<file path="src/design/idq_pkg.sv">
// shared types and constants for the indexed insert deque
`timescale 1ns / 1ps
`default_nettype none
package idq_pkg;

	// default geometry
	localparam int DEPTH_DEF = 16;
	localparam int WIDTH_DEF = 32;

	// fixed payload widths
	localparam int FUNC_W   = 3;
	localparam int VALUE_W  = 32;
	localparam int POS_W    = 5;
	localparam int POPPED_W = 32;
	localparam int STATUS_W = 2;
	localparam int OCC_W    = 5;

	// command codes
	localparam logic [FUNC_W-1:0] FUNC_PUSH_HEAD = 3'd0;
	localparam logic [FUNC_W-1:0] FUNC_APPEND    = 3'd1;
	localparam logic [FUNC_W-1:0] FUNC_INSERT    = 3'd2;
	localparam logic [FUNC_W-1:0] FUNC_POP_HEAD  = 3'd3;
	localparam logic [FUNC_W-1:0] FUNC_POP_TAIL  = 3'd4;

	// result status codes
	typedef enum logic [STATUS_W-1:0] {
		STATUS_OK    = 2'd0,
		STATUS_FULL  = 2'd1,
		STATUS_EMPTY = 2'd2
	} status_t;

	// datapath operation
	typedef enum logic [1:0] {
		OP_NONE,
		OP_INSERT,
		OP_POP_HEAD,
		OP_POP_TAIL
	} op_t;

	// controller states
	typedef enum logic {
		ST_IDLE,
		ST_EXEC
	} state_t;

	// controller to datapath
	typedef struct packed {
		logic    capture;
		logic    exec;
		op_t     op;
		status_t status;
	} ctrl_cmd_t;

	// datapath to controller
	typedef struct packed {
		logic [FUNC_W-1:0] func;
		logic              full;
		logic              empty;
	} dp_status_t;

endpackage
`default_nettype wire

</file>
<file path="src/design/idq_cmd_if.sv">
// command channel: valid/ready with func, value and position
`timescale 1ns / 1ps
`default_nettype none
interface idq_cmd_if;
	import idq_pkg::*;

	logic               valid;
	logic               ready;
	logic [FUNC_W-1:0]  func;
	logic [VALUE_W-1:0] value;
	logic [POS_W-1:0]   position;

	modport source (output valid, func, value, position, input ready);
	modport sink   (input valid, func, value, position, output ready);
endinterface
`default_nettype wire

</file>
<file path="src/design/idq_rsp_if.sv">
// response channel: valid/ready with popped word, status and occupancy
`timescale 1ns / 1ps
`default_nettype none
interface idq_rsp_if;
	import idq_pkg::*;

	logic                valid;
	logic                ready;
	logic [POPPED_W-1:0] popped_value;
	logic [STATUS_W-1:0] status;
	logic [OCC_W-1:0]    occupancy;

	modport source (output valid, popped_value, status, occupancy, input ready);
	modport sink   (input valid, popped_value, status, occupancy, output ready);
endinterface
`default_nettype wire

</file>
<file path="src/design/indexed_insert_deque_top.sv">
// top level of the indexed insert deque
//
//  channel  dir  handshake     payload
//  cmd      in   valid/ready   func, value, position
//  rsp      out  valid/ready   popped_value, status, occupancy
//
// each command is first registered, then the cell chain shifts or loads and
// the response register fills; a new command is then taken while the previous
// response may still wait on rsp.
// a stalled rsp holds the next command in the execute cycle until it drains.
// reset clears the count and the handshake state; cell contents are not reset.
`timescale 1ns / 1ps
`default_nettype none
module indexed_insert_deque_top #(
	parameter int DEPTH = idq_pkg::DEPTH_DEF,
	parameter int WIDTH = idq_pkg::WIDTH_DEF
) (
	input wire   clk,
	input wire   arst_n,
	idq_cmd_if.sink   cmd,
	idq_rsp_if.source rsp
);
	import idq_pkg::*;

	ctrl_cmd_t  ctrl;
	dp_status_t dp_stat;

	// controller
	idq_ctrl u_ctrl (
		.clk       (clk),
		.arst_n    (arst_n),
		.cmd_valid (cmd.valid),
		.cmd_ready (cmd.ready),
		.rsp_valid (rsp.valid),
		.rsp_ready (rsp.ready),
		.dp_stat   (dp_stat),
		.ctrl      (ctrl)
	);

	// datapath
	idq_dp #(
		.DEPTH (DEPTH),
		.WIDTH (WIDTH)
	) u_dp (
		.clk          (clk),
		.arst_n       (arst_n),
		.ctrl         (ctrl),
		.dp_stat      (dp_stat),
		.func         (cmd.func),
		.value        (cmd.value),
		.position     (cmd.position),
		.popped_value (rsp.popped_value),
		.status       (rsp.status),
		.occupancy    (rsp.occupancy)
	);

	// one command in flight at a time
	a_one_in_flight: assert property (@(posedge clk) disable iff (!arst_n)
		cmd.valid && cmd.ready |=> !cmd.ready)
		else $error("command taken while another is in flight");

	// execution always presents a response
	a_exec_rsp: assert property (@(posedge clk) disable iff (!arst_n)
		ctrl.exec |=> rsp.valid)
		else $error("executed command left no response");

	// a dropped push pops nothing
	a_full_no_pop: assert property (@(posedge clk) disable iff (!arst_n)
		rsp.valid && rsp.status == STATUS_FULL |-> rsp.popped_value == '0)
		else $error("dropped push returned a word");

	// an empty pop leaves the store empty
	a_empty_occ: assert property (@(posedge clk) disable iff (!arst_n)
		rsp.valid && rsp.status == STATUS_EMPTY |-> rsp.occupancy == '0 && rsp.popped_value == '0)
		else $error("empty pop reported words held");

endmodule
`default_nettype wire

</file>
<file path="src/design/idq_ctrl.sv">
// controller: command sequencing, op decode and response valid
`timescale 1ns / 1ps
`default_nettype none
module idq_ctrl (
	input  wire                      clk,
	input  wire                      arst_n,
	input  wire                      cmd_valid,
	output logic                     cmd_ready,
	output logic                     rsp_valid,
	input  wire                      rsp_ready,
	input  wire idq_pkg::dp_status_t dp_stat,
	output idq_pkg::ctrl_cmd_t       ctrl
);
	import idq_pkg::*;

	state_t state_q;
	state_t state_d;
	logic   rsp_valid_q;
	logic   can_exec;

	// response register is free or being drained this cycle
	assign can_exec = !rsp_valid_q || rsp_ready;

	// next state
	always_comb begin
		state_d = state_q;
		case (state_q)
			ST_IDLE: begin
				if (cmd_valid) state_d = ST_EXEC;
			end
			ST_EXEC: begin
				if (can_exec) state_d = ST_IDLE;
			end
			default: state_d = ST_IDLE;
		endcase
	end

	// outputs and op decode
	always_comb begin
		cmd_ready   = 1'b0;
		ctrl        = '0;
		ctrl.op     = OP_NONE;
		ctrl.status = STATUS_OK;
		case (state_q)
			ST_IDLE: begin
				cmd_ready    = 1'b1;
				ctrl.capture = cmd_valid;
			end
			ST_EXEC: begin
				ctrl.exec = can_exec;
			end
			default: begin
				cmd_ready = 1'b0;
			end
		endcase
		case (dp_stat.func) inside
			FUNC_PUSH_HEAD, FUNC_APPEND, FUNC_INSERT: begin
				if (dp_stat.full) ctrl.status = STATUS_FULL;
				else ctrl.op = OP_INSERT;
			end
			FUNC_POP_HEAD: begin
				if (dp_stat.empty) ctrl.status = STATUS_EMPTY;
				else ctrl.op = OP_POP_HEAD;
			end
			FUNC_POP_TAIL: begin
				if (dp_stat.empty) ctrl.status = STATUS_EMPTY;
				else ctrl.op = OP_POP_TAIL;
			end
			default: ctrl.op = OP_NONE;
		endcase
	end

	// state and response valid
	always_ff @(posedge clk or negedge arst_n) begin
		if (!arst_n) begin
			state_q     <= ST_IDLE;
			rsp_valid_q <= 1'b0;
		end else begin
			state_q <= state_d;
			if (ctrl.exec) rsp_valid_q <= 1'b1;
			else if (rsp_ready) rsp_valid_q <= 1'b0;
		end
	end

	assign rsp_valid = rsp_valid_q;

endmodule
`default_nettype wire

</file>
<file path="src/design/idq_dp.sv">
// datapath: command register, shift chain of cells, count and response register
`timescale 1ns / 1ps
`default_nettype none
module idq_dp #(
	parameter int DEPTH = idq_pkg::DEPTH_DEF,
	parameter int WIDTH = idq_pkg::WIDTH_DEF
) (
	input  wire                           clk,
	input  wire                           arst_n,
	input  wire idq_pkg::ctrl_cmd_t       ctrl,
	output idq_pkg::dp_status_t           dp_stat,
	input  wire [idq_pkg::FUNC_W-1:0]     func,
	input  wire [idq_pkg::VALUE_W-1:0]    value,
	input  wire [idq_pkg::POS_W-1:0]      position,
	output logic [idq_pkg::POPPED_W-1:0]  popped_value,
	output logic [idq_pkg::STATUS_W-1:0]  status,
	output logic [idq_pkg::OCC_W-1:0]     occupancy
);
	import idq_pkg::*;

	localparam int CNT_W = $clog2(DEPTH + 1);
	localparam int IDX_W = $clog2(DEPTH);

	logic [FUNC_W-1:0]   func_q;
	logic [VALUE_W-1:0]  value_q;
	logic [POS_W-1:0]    pos_q;
	logic [CNT_W-1:0]    count_q;
	logic [CNT_W-1:0]    count_d;
	logic [WIDTH-1:0]    cell_q [DEPTH];
	logic [WIDTH-1:0]    word;
	logic [63:0]         value_wide;
	logic [31:0]         pos_wide;
	logic [31:0]         count_wide;
	logic [31:0]         occ_wide;
	logic [CNT_W-1:0]    ins_pos;
	logic [CNT_W-1:0]    tail_cnt;
	logic [IDX_W-1:0]    tail_idx;
	logic [WIDTH-1:0]    pop_word;
	logic [63:0]         pop_wide;
	logic [POPPED_W-1:0] popped_q;
	logic [STATUS_W-1:0] status_q;
	logic [OCC_W-1:0]    occ_q;

	// command register
	always_ff @(posedge clk) begin
		if (ctrl.capture) begin
			func_q  <= func;
			value_q <= value;
			pos_q   <= position;
		end
	end

	// status toward the controller
	assign dp_stat.func  = func_q;
	assign dp_stat.full  = (count_q == CNT_W'(DEPTH));
	assign dp_stat.empty = (count_q == '0);

	// stored word keeps the low bits of the command value
	assign value_wide = 64'(value_q);
	assign word       = value_wide[WIDTH-1:0];

	// effective insert position: head, tail or the given place
	assign pos_wide   = 32'(pos_q);
	assign count_wide = 32'(count_q);
	always_comb begin
		if (func_q == FUNC_PUSH_HEAD) ins_pos = '0;
		else if (func_q == FUNC_APPEND || pos_wide >= count_wide) ins_pos = count_q;
		else ins_pos = pos_wide[CNT_W-1:0];
	end

	// cell chain: each cell holds, loads, or takes a neighbor
	for (genvar i = 0; i < DEPTH; i++) begin : g_cell
		always_ff @(posedge clk) begin
			if (ctrl.exec) begin
				case (ctrl.op)
					OP_INSERT: begin
						if (CNT_W'(i) == ins_pos) cell_q[i] <= word;
						else if (i > 0 && CNT_W'(i) > ins_pos) cell_q[i] <= cell_q[(i > 0) ? i - 1 : 0];
					end
					OP_POP_HEAD: begin
						if (i < DEPTH - 1) cell_q[i] <= cell_q[(i < DEPTH - 1) ? i + 1 : i];
					end
					default: cell_q[i] <= cell_q[i];
				endcase
			end
		end
	end

	// popped word from head or tail
	assign tail_cnt = count_q - CNT_W'(1);
	assign tail_idx = tail_cnt[IDX_W-1:0];
	always_comb begin
		case (ctrl.op)
			OP_POP_HEAD: pop_word = cell_q[0];
			OP_POP_TAIL: pop_word = cell_q[tail_idx];
			default:     pop_word = '0;
		endcase
	end
	assign pop_wide = 64'(pop_word);

	// next count
	always_comb begin
		case (ctrl.op)
			OP_INSERT:                count_d = count_q + CNT_W'(1);
			OP_POP_HEAD, OP_POP_TAIL: count_d = count_q - CNT_W'(1);
			default:                  count_d = count_q;
		endcase
	end
	assign occ_wide = 32'(count_d);

	// count register
	always_ff @(posedge clk or negedge arst_n) begin
		if (!arst_n) count_q <= '0;
		else if (ctrl.exec) count_q <= count_d;
	end

	// response register
	always_ff @(posedge clk) begin
		if (ctrl.exec) begin
			popped_q <= pop_wide[POPPED_W-1:0];
			status_q <= ctrl.status;
			occ_q    <= occ_wide[OCC_W-1:0];
		end
	end

	assign popped_value = popped_q;
	assign status       = status_q;
	assign occupancy    = occ_q;

endmodule
`default_nettype wire

</file>
<file path="src/flat_wrapper.sv">
// flat-port wrapper written by rule: the top's interface ports become plain ports
module indexed_insert_deque_top_flat import idq_pkg::*;
#(
	parameter int DEPTH = idq_pkg::DEPTH_DEF,
	parameter int WIDTH = idq_pkg::WIDTH_DEF
)
  (clk, arst_n, cmd_valid, cmd_func, cmd_value, cmd_position, cmd_ready, rsp_valid, rsp_popped_value, rsp_status, rsp_occupancy, rsp_ready);
  idq_cmd_if cmd_i ();
  idq_rsp_if rsp_i ();
  input wire clk;
  input wire arst_n;
  input wire logic [$bits(cmd_i.valid)-1:0] cmd_valid;
  input wire logic [$bits(cmd_i.func)-1:0] cmd_func;
  input wire logic [$bits(cmd_i.value)-1:0] cmd_value;
  input wire logic [$bits(cmd_i.position)-1:0] cmd_position;
  output wire logic [$bits(cmd_i.ready)-1:0] cmd_ready;
  output wire logic [$bits(rsp_i.valid)-1:0] rsp_valid;
  output wire logic [$bits(rsp_i.popped_value)-1:0] rsp_popped_value;
  output wire logic [$bits(rsp_i.status)-1:0] rsp_status;
  output wire logic [$bits(rsp_i.occupancy)-1:0] rsp_occupancy;
  input wire logic [$bits(rsp_i.ready)-1:0] rsp_ready;
  assign cmd_i.valid = cmd_valid;
  assign cmd_i.func = cmd_func;
  assign cmd_i.value = cmd_value;
  assign cmd_i.position = cmd_position;
  assign cmd_ready = cmd_i.ready;
  assign rsp_valid = rsp_i.valid;
  assign rsp_popped_value = rsp_i.popped_value;
  assign rsp_status = rsp_i.status;
  assign rsp_occupancy = rsp_i.occupancy;
  assign rsp_i.ready = rsp_ready;
  indexed_insert_deque_top #(.DEPTH(DEPTH), .WIDTH(WIDTH)) u_core (.clk(clk), .arst_n(arst_n), .cmd(cmd_i), .rsp(rsp_i));
endmodule
</file>
<file path="config.mk">
export PLATFORM = sky130hd
export DESIGN_NAME = indexed_insert_deque_top_flat
export DESIGN_NICKNAME = d
export VERILOG_FILES = /design/src/design/idq_pkg.sv /design/src/design/idq_cmd_if.sv /design/src/design/idq_rsp_if.sv /design/src/design/indexed_insert_deque_top.sv /design/src/design/idq_ctrl.sv /design/src/design/idq_dp.sv /design/src/flat_wrapper.sv
export SDC_FILE = /design/constraint.sdc
export NUM_CORES = 2
export LEC_CHECK = 0
export ABC_AREA = 1
export ABC_CLOCK_PERIOD_IN_PS = 5800
export BUFFER_PORTS_ARGS = -buffer_cell sky130_fd_sc_hd__buf_4
export CORE_UTILIZATION = 45
export DETAILED_ROUTE_END_ITERATION = 7
export PLACE_DENSITY = 0.57
export SLEW_MARGIN = 10
export SYNTH_ARGS = -nofsm -noshare
export SYNTH_HDL_FRONTEND = slang
export SYNTH_SLANG_ARGS = --single-unit
</file>
<file path="constraint.sdc">
create_clock -name clk -period 5.8 [get_ports clk]
set_input_delay 0.29 -clock clk [delete_from_list [all_inputs] [get_ports clk]]
set_output_delay 0.29 -clock clk [all_outputs]
set_load 0.005 [all_outputs]
</file>
Word level (Yosys, flattened, before mapping)
Memories as Yosys holds them, arrays and structs flattened.
Index checks and enable logic that the tools add are counted.
{"block": "totals", "latch_bits": 0, "wordCells": 322, "mem_bits_rw": 512, "reg_bits": 86, "rom_bits": 0, "input_bits": 44, "n_memories": 1}
{"name": "u_core.u_dp.cell_q", "depth": 16, "width": 32, "read_ports": 17, "rd_clocked_by_memory_dff": 0, "wr": 16, "line": "idq_dp.sv:29", "rtl": "logic [WIDTH-1:0] cell_q [DEPTH];"}
{"block": "classes", "div_mod_pow": 0, "shift": 0, "n_bitwise": 47, "magnitude_cmp": 16, "mul": 0, "reduce_logical": 10, "eq_ne": 23, "addsub": 2, "n_mux": 214}
{"op": "$mux W32", "n": 46}
{"op": "$mux W1", "n": 154}
{"op": "$pmux W32 S2", "n": 1}
{"op": "$or A1 B1 Y1", "n": 46}
{"op": "$eq A4 B5 Y1 const A", "n": 8}
{"op": "$gt A4 B5 Y1 const A", "n": 8}
{"op": "$eq A3 B5 Y1 const A", "n": 4}
{"op": "$gt A3 B5 Y1 const A", "n": 4}
{"op": "$mux W2", "n": 9}
{"op": "$eq A2 B5 Y1 const A", "n": 2}
{"op": "$gt A2 B5 Y1 const A", "n": 2}
{"op": "$logic_not A5 Y1", "n": 2}
{"op": "$mux W5", "n": 2}
{"op": "$pmux W5 S2", "n": 1}
{"op": "$eq A3 B2 Y1 const B", "n": 2}
{"op": "$add A5 B1 Y5 const B", "n": 1}
{"op": "$eq A1 B5 Y1 const A", "n": 1}
{"op": "$eq A5 B5 Y1 const B", "n": 1}
{"op": "$ge A5 B5 Y1", "n": 1}
{"op": "$gt A1 B5 Y1 const A", "n": 1}
{"op": "$sub A5 B1 Y5 const B", "n": 1}
{"op": "$eq A2 B2 Y1 const B", "n": 2}
{"op": "$reduce_or A2 Y1", "n": 2}
{"op": "$eq A3 B1 Y1 const B", "n": 1}
{"op": "9 further kinds", "n": 10}

Longest topological paths before layout
{"block": "logic_depth", "word_depth": 13, "depth_mapped": 22}

Hierarchy
Synthesis repeated with hierarchy kept, for this count alone.
{"block": "unflattened", "cells_unflattened": 4278, "hier_area_um2": 34718.3}
{"module": "idq_dp", "seq_area_each_um2": 17872.1, "cells_per_inst": 4255, "area_each_um2": 34578.2, "instances": 1}
{"module": "idq_ctrl", "seq_area_each_um2": 50.0, "cells_per_inst": 23, "area_each_um2": 140.1, "instances": 1}

Least setup slack after synthesis
OpenSTA, ideal clock, no wires.
{"block": "synth_path", "kind": "reg-to-reg", "start": "reg u_core.u_dp.count_q[0]", "end": "mem u_core.u_dp.cell_q[4][0] (netlist bit) (enable)", "t_arrival_ps": 4868, "required_ps": 5368, "path_stages_with_launch": 20, "setup_slack_ps": 500, "setup_time_ps": 432, "cell_sequence": "dfrtp_1 -> inv_2 -> clkbuf_1 -> clkbuf_1 -> clkbuf_1 -> ha_1 -> nand2_1 -> nor2_1 -> inv_1 -> nand3_1 -> a21oi_1 -> inv_1 -> ha_1 -> inv_1 -> nor2_1 -> inv_1 -> clkbuf_1 -> clkbuf_1 -> buf_1 -> a21oi_1"}
{"item": "from (decl)", "line": "idq_dp.sv:27", "rtl": "logic [CNT_W-1:0] count_q;"}
{"item": "from (signal assigned)", "line": "idq_dp.sv:114", "rtl": "else if (ctrl.exec) count_q <= count_d;"}
{"item": "to (decl)", "line": "idq_dp.sv:29"}

==> impl_metrics.env <==
export IMPL_synth_cell_area_sq_mm=0.0349
export IMPL_critPathRequiredTime_ns=6.11
export IMPL_viasPerCell=5.84
export IMPL_internal_power_w=0.0126
export IMPL_clockPowerShare=0.189
export IMPL_synth_seq_cells=598
export IMPL_rows=101
export IMPL_place_area_sq_mm=0.0363
export IMPL_finalMaxSlewViolations=0
export IMPL_top_layer="met4"
export IMPL_routed_wl_met2_um=54700
export IMPL_whs_ns=0.0288
export IMPL_synth_top_area_share=0.509
export IMPL_violated_checks="design-rule violations"
export IMPL_p_sw_frac=0.472
export IMPL_critPathMaxFanout=72
export IMPL_rsz0062_at_grt="no"
export IMPL_drt_first_iter_violations=4196
export IMPL_avgRoutedWirePerCell_um=23.1
export IMPL_number_of_global_route_vias_before_repair=28602
export IMPL_seq_area_frac_synth=0.514
export IMPL_timing_final_setup_violations=0
export IMPL_placed_cells_incl_taps=5163
export IMPL_maxCapViolCount=0
export IMPL_met1_length_um=53300
export IMPL_firstDrtPassIters=8
export IMPL_core_region_area_sq_mm=0.0763
export IMPL_synthAdderAreaFrac=0.00430
export IMPL_numCtsBuffers=73
export IMPL_final_setup_tns_ns=0
export IMPL_cp_end_kind="register"
export IMPL_p_leak_nw=15.8
export IMPL_dieArea_sq_mm=0.0786
export IMPL_synth_top_cells_by_count="nand2_1 (939), nand3_1 (678), edfxtp_1 (591)"
export IMPL_gpl_final_weighted_congestion=0.854
export IMPL_die_w_um=280
export IMPL_clock_root_buffer="clkbuf_16"
export IMPL_max_slew_worst_pin_slew_ns=1.20
export IMPL_synth_async_reset_ratio=0.0117
export IMPL_layout_drive_gt1_share=0.0755
export IMPL_via_count=31150
export IMPL_wirelength_um=123000
export IMPL_final_area_sq_mm=0.0390
export IMPL_synth_edff_count=591
export IMPL_avg_inst_size_synth_sq_um=8.03
export IMPL_setup_worst_path_class="reg2reg"
export IMPL_dieHeight_um=280
export IMPL_remaining_drc_errors=9
export IMPL_syn2layout_area_growth_pct=11.8
export IMPL_detailed_place_hpwl_um=71800
export IMPL_final_global_route_overflow_total=0
export IMPL_compound_gate_portion_of_the_synthesized_area=0.176
export IMPL_synth_mux_area_fraction=0
export IMPL_achievable_clock_frequency_ghz=0.209
export IMPL_synthesis_instances=4342
export IMPL_status="finished with violations"
export IMPL_antennaDiodeCount=0
export IMPL_timing_max_slew_rel_slack=0.184
export IMPL_switching_power_w=0.0113
export IMPL_detail_route_antenna_nets=0
export IMPL_wl_met3_um=13200
export IMPL_clk_transition_reported_paths_ns=0.06
export IMPL_port_buffer_count=84
export IMPL_later_pin_clock_latency_in_the_skew_report_ns=0.63
export IMPL_nFillCells=7426
export IMPL_layout_core_utilization=0.511
export IMPL_reg2regPathDepth=19
export IMPL_finalWorstPathRequiredPeriod_ns=4.79
export IMPL_dominantRegCellSynth="edfxtp_1"
export IMPL_initial_core_utilization=0.457
export IMPL_yosysTopAreaCell="edfxtp_1"
export IMPL_gr_usage_all_layers=0.313
export IMPL_clock_sinks=598
export IMPL_post_synth_main_area_contributors="edfxtp_1 (51%), nand2_1 (10%), nand3_1 (9.7%), o21ai_0 (7.7%), a21oi_1 (5.3%)"
export IMPL_finish_net_count=4307
export IMPL_period_share=0.826
export IMPL_synth_nets=4398
export IMPL_tritoncts="done"
export IMPL_combPwrFrac=0.497
export IMPL_grt_start_max_net_pins=194
export IMPL_finalHoldViolCount=0
export IMPL_seq_power_share=0.315
export IMPL_worst_endpoint_arrival_ns=5.10
export IMPL_antenna_found_initial=1
export IMPL_post_synth_num_cell_types=37
export IMPL_cts_htree_levels=3
export IMPL_simple_logic_cell_fraction_of_the_synthesized_area=0.208
export IMPL_skew_ns=0.0220
export IMPL_cts_max_path_buffers=3
export IMPL_global_route_wire_length_before_repair_um=185000
export IMPL_start_kind="register"
export IMPL_holdCritPathClass="in2async"
export IMPL_yosys_area_share_xor_xnor=0.000502
export IMPL_vdd_ir_drop_worst_v=0.000607
export IMPL_synth_top_family_by_area="simple AND/OR/NAND/NOR gates"
export IMPL_io_pins=85
export IMPL_synth_most_common_cell="nand2_1"
export IMPL_final_instance_count_excl_fill=5337
export IMPL_power_density_mw_per_mm2=612
export IMPL_post_cts_repair_setup_buffers=0
export IMPL_synth_yosys_warnings=0
[layout by cell type (no fill, tap or decap), types with 2 or more instances in the layout]
| cell | netlist | final |
|---|---|---|
| a21oi_1 | 372 | 361 |
| a21oi_4 | 0 | 11 |
| buf_12 | 0 | 12 |
| buf_4 | 9 | 145 |
| bufinv_16 | 0 | 2 |
| clkbuf_1 | 270 | 16 |
| clkbuf_16 | 0 | 79 |
| clkbuf_8 | 0 | 4 |
| clkinv_1 | 1 | 21 |
| clkinv_2 | 0 | 9 |
| dfrtp_1 | 7 | 6 |
| dlygate4sd3_1 | 0 | 43 |
| edfxtp_1 | 591 | 591 |
| ha_1 | 12 | 10 |
| inv_1 | 487 | 482 |
| inv_2 | 15 | 17 |
| inv_8 | 0 | 2 |
| nand2_1 | 939 | 936 |
| nand2_2 | 4 | 7 |
| nand3_1 | 678 | 675 |
| nand3_2 | 6 | 9 |
| nand4_1 | 5 | 5 |
| nor2_1 | 17 | 13 |
| nor2_2 | 5 | 2 |
| nor2_4 | 2 | 9 |
| nor2_8 | 2 | 2 |
| nor3_1 | 2 | 2 |
| o21ai_0 | 538 | 538 |
| o21ai_1 | 246 | 245 |
| o21ai_4 | 0 | 4 |
| o22ai_1 | 3 | 2 |
| o311ai_1 | 30 | 30 |
| o31ai_1 | 2 | 2 |
[area by class of cell]
type,count,area [sq um],share of cell area
flip-flops and latches,598,17900,0.460
multi-input cells,2875,13800,0.355
clock buffers,99,2090,0.0537
inverters,503,1910,0.0489
repair buffers,200,1760,0.0451
well taps,1030,1290,0.0331
clock inverters,32,189,0.00485
[critical path: stages, from the launching register on]
cell	delay [ns]
dfrtp_4	0.44
inv_8	0.12
ha_4	0.22
nand2_1	0.09
nor2_1	0.06
inv_1	0.07
nand3_1	0.06
a21oi_1	0.28
ha_1	0.30
inv_1	0.11
nor2_4	0.16
buf_4	0.50
nand2_1	0.29
inv_2	0.15
nand2_2	0.12
inv_2	0.07
buf_4	0.42
nand2_1	0.19
a21oi_4	0.48
buf_12	0.27
[cell families (layout without fill, tap and decap cells)]
kind of cell | after synthesis | after routing
AOI/OAI and AO/OA | 1198 | 1198
xor gates and xnor gates | 2 | 2
adders and majority gates | 12 | 12
buffers and inverters | 869 | 834
DFF | 598 | 598
and+or+nand+nor | 1663 | 1663
[registers in the layout (all words and copies together), names as in the netlist]
signal                    flops
u_core.u_dp.cell_q          512
u_core.u_dp.occupancy         5
u_core.u_ctrl.state_q         1
u_core.u_dp.pos_q             5
u_core.u_ctrl.rsp_valid       1
u_core.u_dp.value_q          32
u_core.u_dp.popped_value     32
u_core.u_dp.func_q            3
u_core.u_dp.count_q           5
u_core.u_dp.status            2
[per-layer routing]
layer,vias to the layer above,track usage
met3,146,0.0547
met1,14617,0.455
li1,14721,-
met4,0,0.0705
met2,1666,0.484
met5,-,0.00375
[timing repair]
action	in CTS	in global routing
hold buffers	43	0
endpoints found under the hold margin	49	0
gates resized for setup	0	0
[power by group through the flow]
stage	Combinational, W	Clock (W)	Sequential (W)
finish	0.0119	0.00450	0.00750
global route	0.0129	0.00470	0.00763
CTS	0.0116	0.00457	0.00748
detailed placement	0.0115	0	0.00756
global placement	0.0114	0	0.00755
floorplan	0.00710	0	0.00744
[stage by stage]
step / worst slack [ns] / total power, W
2_1_floorplan: 0.500 / 0.0145
3_3_place_gp: 1.13 / 0.0190
3_5_place_dp: 1.08 / 0.0191
4_1_cts: 1.06 / 0.0236
5_1_grt: 0.694 / 0.0252
6_report: 1.01 / 0.0239
[path summary, 6_finish.rpt]
kind	startpoint	end	slack [ns]
min in group clk	cmd_value[27]	u_core.u_dp.value_q[27]$_DFFE_PP_	0.38
max reg2reg	u_core.u_dp.count_q[0]$_DFFE_PN0P_	u_core.u_dp.cell_q[10][26]$_DFFE_PP_	1.01
min	arst_n	u_core.u_ctrl.state_q$_DFF_PN0_	0.03
max in group asynchronous	arst_n	u_core.u_dp.count_q[0]$_DFFE_PN0P_	5.62
min reg2reg	u_core.u_ctrl.rsp_valid$_DFFE_PN0P_	u_core.u_ctrl.rsp_valid$_DFFE_PN0P_	0.50
max	u_core.u_dp.count_q[0]$_DFFE_PN0P_	u_core.u_dp.cell_q[10][26]$_DFFE_PP_	1.01
Power figures use the tool's default switching activity.
